==> src/hdl/bmpenc_pkg.sv <==
// ----------------------------------------------------------------------------
// BMP stream encoder package
// Shared constants, register indexes and the queued item type.
// ----------------------------------------------------------------------------
package bmpenc_pkg;

  localparam int CFG_INDEX_W = 2;
  localparam int CFG_DATA_W  = 13;

  localparam logic [CFG_INDEX_W-1:0] REG_FRAME_WIDTH  = 2'd0;
  localparam logic [CFG_INDEX_W-1:0] REG_FRAME_HEIGHT = 2'd1;
  localparam logic [CFG_INDEX_W-1:0] REG_GRAY_MODE    = 2'd2;

  localparam logic [CFG_DATA_W-1:0] RESET_FRAME_WIDTH  = 13'd640;
  localparam logic [CFG_DATA_W-1:0] RESET_FRAME_HEIGHT = 13'd480;

  localparam int HDR_BYTES      = 54;
  localparam int INFO_BYTES     = 40;
  localparam int BITS_PER_PIXEL = 24;
  localparam int PELS_PER_METRE = 2835;

  // Byte position within the bytes that one item causes (header, BGR, pad).
  localparam int POS_W = 6;

  // Two-entry queue between front and back.
  localparam int QUEUE_DEPTH = 2;
  localparam int QPTR_W      = 1;

  // One classified pixel, with everything the back needs to serialise it.
  typedef struct packed {
    logic        hdr;        // header goes out before this pixel
    logic        eof;        // last pixel of the frame
    logic [1:0]  pad;        // zero bytes after this pixel
    logic [7:0]  blue;
    logic [7:0]  green;
    logic [7:0]  red;
    logic [15:0] width;      // clamped frame width for the header
    logic [15:0] height;     // clamped frame height for the header
    logic [31:0] pix_bytes;  // padded pixel array size, low 32 bits
  } item_t;

endpackage

==> src/hdl/bmpenc_front.sv <==
// ----------------------------------------------------------------------------
// BMP stream encoder front
// Holds the configuration, accepts pixels and tracks row and frame position.
// ----------------------------------------------------------------------------
module bmpenc_front #(
  parameter int MAX_WIDTH  = 4096,
  parameter int MAX_HEIGHT = 4096
) (
  input  logic                                clk,
  input  logic                                rst,
  input  logic                                cfg_wen,
  input  logic [bmpenc_pkg::CFG_INDEX_W-1:0]  cfg_index,
  input  logic [bmpenc_pkg::CFG_DATA_W-1:0]   cfg_data,
  input  logic                                in_valid,
  output logic                                in_ready,
  input  logic [7:0]                          pixel_blue_or_gray,
  input  logic [7:0]                          pixel_green,
  input  logic [7:0]                          pixel_red,
  input  logic                                q_full,
  output logic                                q_push,
  output bmpenc_pkg::item_t                   q_item
);
  import bmpenc_pkg::*;

  localparam int CW  = $clog2(MAX_WIDTH + 1);
  localparam int RH  = $clog2(MAX_HEIGHT + 1);
  localparam int RBW = $clog2(3 * MAX_WIDTH + 4);
  localparam int PW  = RBW + RH;

  logic [CFG_DATA_W-1:0] frame_width;
  logic [CFG_DATA_W-1:0] frame_height;
  logic                  gray_mode;
  logic                  header_done;
  logic [CW-1:0]         column_count;
  logic [RH-1:0]         row_count;

  logic [CW-1:0]  w_c;
  logic [RH-1:0]  h_c;
  logic [RBW-1:0] three_w;
  logic [RBW-1:0] row_bytes;
  logic [PW-1:0]  pix_full;
  logic [CW:0]    col_inc;
  logic [RH:0]    row_inc;
  logic           row_end;
  logic           frame_end;

  // Zero acts as one, and sizes above the limit are held at the limit.
  always_comb begin
    if (frame_width == '0) begin
      w_c = CW'(1);
    end else if (17'(frame_width) > 17'(MAX_WIDTH)) begin
      w_c = CW'(MAX_WIDTH);
    end else begin
      w_c = CW'(frame_width);
    end
    if (frame_height == '0) begin
      h_c = RH'(1);
    end else if (17'(frame_height) > 17'(MAX_HEIGHT)) begin
      h_c = RH'(MAX_HEIGHT);
    end else begin
      h_c = RH'(frame_height);
    end
  end

  assign three_w   = (RBW'(w_c) << 1) + RBW'(w_c);
  assign row_bytes = (three_w + RBW'(3)) & ~RBW'(3);
  assign pix_full  = PW'(row_bytes) * PW'(h_c);

  assign col_inc   = {1'b0, column_count} + (CW+1)'(1);
  assign row_inc   = {1'b0, row_count} + (RH+1)'(1);
  assign row_end   = col_inc >= {1'b0, w_c};
  assign frame_end = row_end && (row_inc >= {1'b0, h_c});

  assign in_ready = !q_full;
  assign q_push   = in_valid && in_ready;

  always_comb begin
    q_item.hdr       = !header_done;
    q_item.eof       = frame_end;
    q_item.pad       = row_end ? 2'(row_bytes - three_w) : 2'd0;
    q_item.blue      = pixel_blue_or_gray;
    q_item.green     = gray_mode ? pixel_blue_or_gray : pixel_green;
    q_item.red       = gray_mode ? pixel_blue_or_gray : pixel_red;
    q_item.width     = 16'(w_c);
    q_item.height    = 16'(h_c);
    q_item.pix_bytes = 32'(pix_full);
  end

  always_ff @(posedge clk) begin
    if (rst) begin
      frame_width  <= RESET_FRAME_WIDTH;
      frame_height <= RESET_FRAME_HEIGHT;
      gray_mode    <= 1'b1;
    end else if (cfg_wen) begin
      unique case (cfg_index)
        REG_FRAME_WIDTH:  frame_width  <= cfg_data;
        REG_FRAME_HEIGHT: frame_height <= cfg_data;
        REG_GRAY_MODE:    gray_mode    <= cfg_data[0];
        default:          ;
      endcase
    end
  end

  always_ff @(posedge clk) begin
    if (rst) begin
      header_done  <= 1'b0;
      column_count <= '0;
      row_count    <= '0;
    end else if (q_push) begin
      header_done <= !frame_end;
      if (row_end) begin
        column_count <= '0;
        row_count    <= frame_end ? '0 : RH'(row_inc);
      end else begin
        column_count <= CW'(col_inc);
      end
    end
  end

endmodule

==> src/hdl/bmpenc_queue.sv <==
// ----------------------------------------------------------------------------
// BMP stream encoder queue
// Two-entry queue of classified items between front and back.
// ----------------------------------------------------------------------------
module bmpenc_queue (
  input  logic              clk,
  input  logic              rst,
  input  logic              push,
  input  bmpenc_pkg::item_t push_item,
  input  logic              pop,
  output bmpenc_pkg::item_t head,
  output logic              empty,
  output logic              full
);
  import bmpenc_pkg::*;

  item_t              entries [QUEUE_DEPTH];
  logic [QPTR_W-1:0]  wr_ptr;
  logic [QPTR_W-1:0]  rd_ptr;
  logic [QPTR_W:0]    count;

  assign empty = count == '0;
  assign full  = count == (QPTR_W+1)'(QUEUE_DEPTH);
  assign head  = entries[rd_ptr];

  always_ff @(posedge clk) begin
    if (push) begin
      entries[wr_ptr] <= push_item;
    end
  end

  always_ff @(posedge clk) begin
    if (rst) begin
      wr_ptr <= '0;
      rd_ptr <= '0;
      count  <= '0;
    end else begin
      if (push) begin
        wr_ptr <= wr_ptr + QPTR_W'(1);
      end
      if (pop) begin
        rd_ptr <= rd_ptr + QPTR_W'(1);
      end
      if (push && !pop) begin
        count <= count + (QPTR_W+1)'(1);
      end else if (pop && !push) begin
        count <= count - (QPTR_W+1)'(1);
      end
    end
  end

endmodule

==> src/hdl/bmpenc_back.sv <==
// ----------------------------------------------------------------------------
// BMP stream encoder back
// Serialises the head into header, pixel and pad bytes, one a cycle at most.
// ----------------------------------------------------------------------------
module bmpenc_back (
  input  logic              clk,
  input  logic              rst,
  input  bmpenc_pkg::item_t head,
  input  logic              q_empty,
  output logic              q_pop,
  output logic              out_valid,
  input  logic              out_ready,
  output logic [7:0]        out_byte,
  output logic              end_of_item,
  output logic              end_of_frame
);
  import bmpenc_pkg::*;

  localparam logic [POS_W-1:0] PIX_POS = POS_W'(HDR_BYTES);

  logic             started;
  logic [POS_W-1:0] pos;
  logic [POS_W-1:0] cur_pos;
  logic [POS_W-1:0] last_pos;
  logic             load;
  logic             is_last;
  logic [7:0]       byte_sel;

  function automatic logic [7:0] header_byte(input logic [POS_W-1:0] idx,
                                             input item_t it);
    logic [31:0]      field;
    logic [POS_W-1:0] sel;
    logic [7:0]       hb;
    // Every 32-bit field of the header starts two bytes past a word boundary.
    sel   = idx - POS_W'(2);
    field = 32'd0;
    case (idx) inside
      [6'd2:6'd5]:   field = it.pix_bytes + 32'(HDR_BYTES);
      [6'd10:6'd13]: field = 32'(HDR_BYTES);
      [6'd14:6'd17]: field = 32'(INFO_BYTES);
      [6'd18:6'd21]: field = 32'(it.width);
      [6'd22:6'd25]: field = 32'd0 - 32'(it.height);
      [6'd34:6'd37]: field = it.pix_bytes;
      [6'd38:6'd45]: field = 32'(PELS_PER_METRE);
      default:       field = 32'd0;
    endcase
    hb = field[{sel[1:0], 3'b000} +: 8];
    case (idx)
      6'd0:    hb = 8'h42;
      6'd1:    hb = 8'h4D;
      6'd26:   hb = 8'd1;
      6'd28:   hb = 8'(BITS_PER_PIXEL);
      default: ;
    endcase
    return hb;
  endfunction

  assign cur_pos  = started ? pos : (head.hdr ? '0 : PIX_POS);
  assign last_pos = PIX_POS + POS_W'(2) + POS_W'(head.pad);
  assign is_last  = cur_pos == last_pos;
  assign load     = !q_empty && (!out_valid || out_ready);
  assign q_pop    = load && is_last;

  always_comb begin
    if (cur_pos < PIX_POS) begin
      byte_sel = header_byte(cur_pos, head);
    end else if (cur_pos == PIX_POS) begin
      byte_sel = head.blue;
    end else if (cur_pos == PIX_POS + POS_W'(1)) begin
      byte_sel = head.green;
    end else if (cur_pos == PIX_POS + POS_W'(2)) begin
      byte_sel = head.red;
    end else begin
      byte_sel = 8'd0;
    end
  end

  always_ff @(posedge clk) begin
    if (load) begin
      out_byte     <= byte_sel;
      end_of_item  <= is_last;
      end_of_frame <= is_last && head.eof;
      pos          <= cur_pos + POS_W'(1);
    end
  end

  always_ff @(posedge clk) begin
    if (rst) begin
      out_valid <= 1'b0;
      started   <= 1'b0;
    end else if (load) begin
      out_valid <= 1'b1;
      started   <= !is_last;
    end else if (out_ready) begin
      out_valid <= 1'b0;
    end
  end

endmodule

==> src/hdl/bmp24_frame_stream_encoder.sv <==
// ----------------------------------------------------------------------------
// 24-bit top-down BMP frame stream encoder
// A pixel's first byte goes through the queue and the back's output register.
// Throughput: one byte a cycle while out_ready is high and bytes are due; a
// pixel gives its BGR bytes, its pad bytes and any header first.
// Reset (rst, synchronous): queue empty, output idle, new frame with header.
// ----------------------------------------------------------------------------
module bmp24_frame_stream_encoder #(
  parameter int MAX_WIDTH  = 4096,
  parameter int MAX_HEIGHT = 4096
) (
  input  logic                               clk,
  input  logic                               rst,
  input  logic                               cfg_wen,
  input  logic [bmpenc_pkg::CFG_INDEX_W-1:0] cfg_index,
  input  logic [bmpenc_pkg::CFG_DATA_W-1:0]  cfg_data,
  input  logic                               in_valid,
  output logic                               in_ready,
  input  logic [7:0]                         pixel_blue_or_gray,
  input  logic [7:0]                         pixel_green,
  input  logic [7:0]                         pixel_red,
  output logic                               out_valid,
  input  logic                               out_ready,
  output logic [7:0]                         out_byte,
  output logic                               end_of_item,
  output logic                               end_of_frame
);
  import bmpenc_pkg::*;

  // The front owns the configuration and the row, column and header state.
  // It classifies each pixel as it is accepted: whether the header goes out
  // first, how many pad bytes close its row and whether it ends the frame.
  // The header's size fields are worked out there too, so that an item in
  // the queue is complete on its own.
  item_t q_in_item;
  item_t q_head;
  logic  q_push;
  logic  q_pop;
  logic  q_empty;
  logic  q_full;

  bmpenc_front #(
    .MAX_WIDTH  (MAX_WIDTH),
    .MAX_HEIGHT (MAX_HEIGHT)
  ) u_front (
    .clk                (clk),
    .rst                (rst),
    .cfg_wen            (cfg_wen),
    .cfg_index          (cfg_index),
    .cfg_data           (cfg_data),
    .in_valid           (in_valid),
    .in_ready           (in_ready),
    .pixel_blue_or_gray (pixel_blue_or_gray),
    .pixel_green        (pixel_green),
    .pixel_red          (pixel_red),
    .q_full             (q_full),
    .q_push             (q_push),
    .q_item             (q_in_item)
  );

  // Two entries let the front take the next pixel while the back is still
  // spelling out the current one, so a pixel may follow in the next cycle.
  bmpenc_queue u_queue (
    .clk       (clk),
    .rst       (rst),
    .push      (q_push),
    .push_item (q_in_item),
    .pop       (q_pop),
    .head      (q_head),
    .empty     (q_empty),
    .full      (q_full)
  );

  // The back walks the head item byte by byte and pops it with its last
  // byte. The output register parts it from the downstream stall.
  bmpenc_back u_back (
    .clk          (clk),
    .rst          (rst),
    .head         (q_head),
    .q_empty      (q_empty),
    .q_pop        (q_pop),
    .out_valid    (out_valid),
    .out_ready    (out_ready),
    .out_byte     (out_byte),
    .end_of_item  (end_of_item),
    .end_of_frame (end_of_frame)
  );

endmodule

==> config.mk <==
export PLATFORM = sky130hd
export DESIGN_NAME = bmp24_frame_stream_encoder
export DESIGN_NICKNAME = d
export VERILOG_FILES = /design/src/hdl/bmpenc_pkg.sv /design/src/hdl/bmpenc_front.sv /design/src/hdl/bmpenc_queue.sv /design/src/hdl/bmpenc_back.sv /design/src/hdl/bmp24_frame_stream_encoder.sv
export SDC_FILE = /design/constraint.sdc
export NUM_CORES = 1
export LEC_CHECK = 0
export BUFFER_PORTS_ARGS = -buffer_cell sky130_fd_sc_hd__buf_4
export CAP_MARGIN = 30
export CORE_ASPECT_RATIO = 0.5
export CORE_MARGIN = 2
export CORE_UTILIZATION = 30
export CTS_CLUSTER_SIZE = 20
export DETAILED_ROUTE_END_ITERATION = 10
export PLACE_DENSITY_LB_ADDON = 0.12
export SETUP_SLACK_MARGIN = 0.3
export SKIP_CTS_REPAIR_TIMING = 1
export SLEW_MARGIN = 20
export SYNTH_ARGS = -nofsm -noshare
export SYNTH_HDL_FRONTEND = slang
export SYNTH_SLANG_ARGS = --single-unit
==> constraint.sdc <==
create_clock -name clk -period 13.5 [get_ports clk]
set_input_delay 0.675 -clock clk [delete_from_list [all_inputs] [get_ports clk]]
set_output_delay 0.675 -clock clk [all_outputs]
set_load 0.03 [all_outputs]
# ---- Word level (Yosys, flattened, before mapping)
# Memories as Yosys holds them, arrays and structs flattened. A register that Yosys moved wholly into a read port is not among the register bits.
# Index checks and enable logic that the tools add are counted.
dict set report word_totals {
  register_bits 76
  ramBits 158
  input_bits 44
  mem_count 1
}
dict set report classes {
  n_addsub 14
  mul 1
  magnitude_cmp 19
  n_eq_ne 10
  shifts 1
  muxes 32
  reduce_logical 34
}
# name words word_bits read_ports rd_ports_with_merged_regs write_ports line
set mem_list {}
lappend mem_list {u_queue.entries 2 79 1 1 1 bmpenc_queue.sv:17} ;# item_t entries [QUEUE_DEPTH];
# operator count
set op_table {}
lappend op_table {{32-bit 2-to-1 mux} 7}
lappend op_table {{13-bit 2-to-1 mux} 6}
lappend op_table {{8-bit 2-to-1 mux} 6}
lappend op_table {{32-bit by 6-bit adder with 32-bit output, second input constant} 1}
lappend op_table {{8-bit case mux with 4 select lines} 1}
lappend op_table {{32-bit by 6-bit variable part select with 8-bit output} 1}
lappend op_table {{13-bit by 1-bit adder with 14-bit output, second input constant} 2}
lappend op_table {{14-bit by 13-bit greater-or-equal comparator with 1-bit output} 2}
lappend op_table {{13-bit > comparator, second input constant} 2}
lappend op_table {{13-bit logical NOT} 2}
lappend op_table {{12-bit by 13-bit multiplier with 25-bit output} 1}
lappend op_table {{6-bit equality test, second input constant} 3}
lappend op_table {{6-bit by 5-bit less-or-equal comparator with 1-bit output, second input constant} 3}
lappend op_table {{1-bit by 16-bit subtractor with 17-bit output, first input constant} 1}
lappend op_table {{14-bit by 13-bit adder with 14-bit output} 1}
lappend op_table {{14-bit by 2-bit adder with 14-bit output, second input constant} 1}
lappend op_table {{1-bit logical AND} 14}
lappend op_table {{6-bit by 5-bit equality test with 1-bit output, second input constant} 2}
lappend op_table {{6-bit by 4-bit greater-or-equal comparator with 1-bit output, second input constant} 2}
lappend op_table {{6-bit by 5-bit greater-or-equal comparator with 1-bit output, second input constant} 2}
lappend op_table {{6-bit greater-or-equal comparator, second input constant} 2}
lappend op_table {{6-bit less-or-equal comparator, second input constant} 2}
lappend op_table {{12-bit 2-to-1 mux} 1}
lappend op_table {{6-bit 2-to-1 mux} 2}
lappend op_table {{other kinds (23)} 44}

# ---- Depth between registers and ports, before layout
dict set report logic_depth {
  ltp_word 15
  depth_mapped 33
}

# ---- Modules after synthesis
# From an unflattened synthesis, not the netlist that was laid out.
dict set report hier_totals {
  cells_unflattened 1986
  area_unflattened_um2 19720.2
}
# mod instances cells_each area_each_um2 seq_area_each_um2
set modules_own_cells {}
lappend modules_own_cells {bmpenc_front 1 1269 9854.5 1081.0}
lappend modules_own_cells {bmpenc_queue 1 308 6871.6 5625.4}
lappend modules_own_cells {bmpenc_back 1 409 2994.1 520.5}

# ---- Worst setup path before layout
# Ideal clock, no wire load.
dict set report synth_timing {
  kind {reg2reg}
  startpoint {register u_front.frame_width[4]}
  endpoint {memory u_queue.entries[0][24] in the netlist's numbering (data pin)}
  arrival_ns 7.856
  t_required_ns 13.236
  path_slack_ns 5.380
  path_stages_with_launch 28
  path_buffers 0
  period_less_slack_ns 8.120
  cell_sequence {dfxtp_1 nor4_1 and3_1 o21ai_0 inv_1 ha_1 fa_1 a211oi_1 o21ai_1 a31oi_1 o21ai_1 a2111oi_1 and4_1 xor2_1 nand2_1 fa_1 fa_1 inv_1 fa_1 fa_1 fa_1 ha_1 o21a_1 o31a_1 o41ai_1 o21ai_0 a31oi_1 xnor2_1}
}
# item line
set synth_rtl {}
lappend synth_rtl {{from (decl)} bmpenc_front.sv:30} ;# logic [CFG_DATA_W-1:0] frame_width;
lappend synth_rtl {{from (signal assigned)} bmpenc_front.sv:96} ;# REG_FRAME_WIDTH: frame_width <= cfg_data;
lappend synth_rtl {{to (decl)} bmpenc_queue.sv:17}

==> summary.md <==
| Metric | Value |
|---|---|
| Outcome | `finished, final reports clean` |
| F_max | `~0.11 GHz` |
| Largest net degree at the start of global routing | `70` |
| Final slew viol count | `0` |
| Max Clock Skew | `roughly 28 ps` |
| Synth Flop Type | `edfxtp_1` |
| Hold Path Class | `input pin to flop` |
| Crit path time final | `9160 ps` |
| CP Capture Type | `flop` |
| Vias in the first global route | `13500` |
| Die ar. | `63300 sq um` |
| Worst-path fanout max | `13` |
| Initial antenna violation count | `0` |
| Initial Utilization | `30.2%` |
| Final clock period utilization by the worst path | `67.8%` |
| Num ports | `56` |
| Pwr Total | `2.87 mW` |
| DRT Wirelength | `53.2 mm` |
| P_leak | `8.48 nW` |
| Total power divided by cell area | `139 nW/um^2` |
| ANT nets after route | `0` |
| Library cells used by synthesis | `85` |
| Fin. Hold Viols | `0` |
| Setup violators final | `0` |
| DR pass1 iterations | `5` |
| Sequential share of the synthesized area | `35.1%` |
| CTS max path bufs | `3` |
| Pre-CTS setup slack | `between 4000 and 5000 ps` |
| Post-route DRC | `0` |
| Yosys top cell area share | `28.5%` |
| Setup TNS | `0 ps` |
| Port bufs | `55` |
| Grt ovf | `0` |
| Die Ht | `179 um` |
| Worst skew pair latency | `about 570 ps` |
| Layout area overhead | `12.7%` |
| Fin util | `34.0%` |
| Dominant cells by area after synthesis | `edfxtp_1, fa_1, ha_1` |
| Clock root buffer master | `clkbuf_16` |
| CTS Buf Count | `26` |
| Antenna cells | `0` |
| Die X | `354 um` |
| Worst path required time | `13790 ps` |
| Core ar. | `60800 sq um` |
| Critical-path top delay cell | `fa_1` |
| Slew headroom | `35.9%` |
| Gate Count Post-Synth | `roughly 1900` |
| CTS tree | `built` |
| Final WS setup | `4340 ps` |
| Maximum VDD drop | `0.0818 mV` |
| Drt initial violations | `832` |
| MaxCap Viol Count | `0` |
| Most frequent cells after synthesis | `nand2_1, inv_1, edfxtp_1` |
| Worst Path Arrival | `~9500 ps` |
| Clock Pin Slew Worst Setup and Hold Paths | `70 ps` |
| Post-synth EDFFs | `174` |
| Worst-Margin Slew | `961 ps` |
| RSZ-0062 raised after global routing | `false` |
| Async SR Flop Fraction | `0%` |
| Flops & latches, synth | `235` |
| WHS | `between 300 and 400 ps` |
| Kind of critical path | `flop to flop` |
| Register area | `6450 sq um` |
| Cell taking the most area after synthesis | `edfxtp_1` |
| Most repeated cell in the gate-level netlist after synthesis | `nand2_1` |
| Drt wl/cell | `19.0 um` |
| Layout cells sized above 1 | `8.81%` |
| First-pass GRT wire length | `between 80 and 90 mm` |
| Syn nets | `2181` |
| CP Launch Type | `flop` |
| # H-tree levels | `1` |
| Clock Sinks | `around 240` |
| Via count | `~14000` |
| DP Wirelength | `~40 mm` |
| Aggregate global-route resource usage | `16.8%` |
| Yosys warns | `0` |
| Cell area after synthesis | `18400 sq um` |
| Via density | `4.92` |
| Filler cell count | `6286` |
| Average cell area after synthesis | `9.59 sq um` |
| Row cnt | `64` |
| Area of the multi-input gates | `around 11000 sq um` |
| # nets final | `2223` |
| Max incr delay on CP | `590 ps` |
| RD Place Congestion | `0.822` |
## cell usage in the layout (no fill, tap or decap), types with 7 or more instances in the layout
cell,n
xor2_1,55
and3_1,15
clkinv_1,7
nand2b_1,27
ha_1,112
o21a_1,7
a211o_1,7
nor2_1,136
o21ai_1,9
mux2_2,11
o21ai_0,75
and3b_1,7
and2_1,29
a31oi_1,13
nor3b_1,9
or2_2,7
dfxtp_1,60
nor3_1,33
o31ai_1,13
nand2_1,224
nand3b_1,10
a21o_1,20
nor4_1,18
nor2b_1,20
fa_1,111
or4_1,9
clkinv_2,7
a21oi_1,97
o22ai_1,11
buf_4,87
nand4_1,19
clkbuf_16,27
xnor2_1,58
a211oi_1,11
or3_1,7
nand3_1,42
mux2i_1,69
edfxtp_1,174
inv_1,200
## flip-flops by register name, indices dropped and copies added, names as in the netlist, 2 cells and up, named ones only
signal	flops
u_back.out_byte	8
u_back.pos	6
u_front.column_count	13
u_front.frame_height	13
u_front.frame_width	13
u_front.row_count	13
u_queue.count	2
u_queue.entries	158
## worst paths after layout
check | from | endpoint | slack [ps] | cells after the start
worst min-delay path | pixel_blue_or_gray[4] | u_queue.entries[0][71] | 310 | 1
worst max register to register | u_front.frame_width[12] | u_queue.entries[1][23] | 4340 | 29
worst max-delay path | u_front.frame_width[12] | u_queue.entries[1][23] | 4340 | 29
worst min register to register | u_front.frame_width[0] | u_front.frame_width[0] | 450 | 2
## metal layers
metal  vias to the layer above  track usage, %  part of all wire (%)
met1                      6762            25.2                    52
met4                         0            2.54                   1.3
met3                        46            2.07                   3.6
met2                       228            26.0                    43
met5                         -               0                     0
li1                       6756               -                     -
## power by group
part / leakage, nW / switching [mW] / internal (mW)
sequential: 2.15 / 0.0659 / 0.941
clock: 0.420 / 0.314 / 0.412
combinational: 5.91 / 0.719 / 0.420
total: 8.48 / 1.10 / 1.77
## critical path, delay by kind of cell (launching register included)
kind	cells	cell delay (ps)
adder cells (fa/ha/maj)	8	3620
AND/OR/NAND/NOR	2	520
buffers and inverters	6	670
flip-flops	1	480
XOR/XNOR	2	480
AO/OA/AOI/OAI	11	3140
## per-stage QoR
stage / area [sq um] / std cells
after floorplan: 18400 / 1914
after detailed placement: 19800 / 2747
after CTS: 20600 / 2795
after global routing: 20700 / 2801
after global placement: 19700 / 2747
final: 20700 / 2801
## area by class of cell
cell class | count | share of cell area [%]
multi-input cells | 1397 | 52.4
flip-flops and latches | 235 | 31.2
well taps | 825 | 4.99
inverters | 203 | 3.68
repair buffers | 93 | 3.59
clock buffers | 28 | 3.18
clock inverters | 20 | 0.937
## logic make-up (layout without fill, tap and decap cells)
logic type	Yosys count	count (layout)	share of synthesized area, %
xor+xnor	114	114	5.48
compound gates	336	336	11.7
simple gates	640	640	17.1
mux	84	84	4.93
fa+ha+maj	223	223	19.7
buf+inv	282	344	5.90
flops	235	235	35.1
Note: power is estimated with default switching activity, not from simulation.
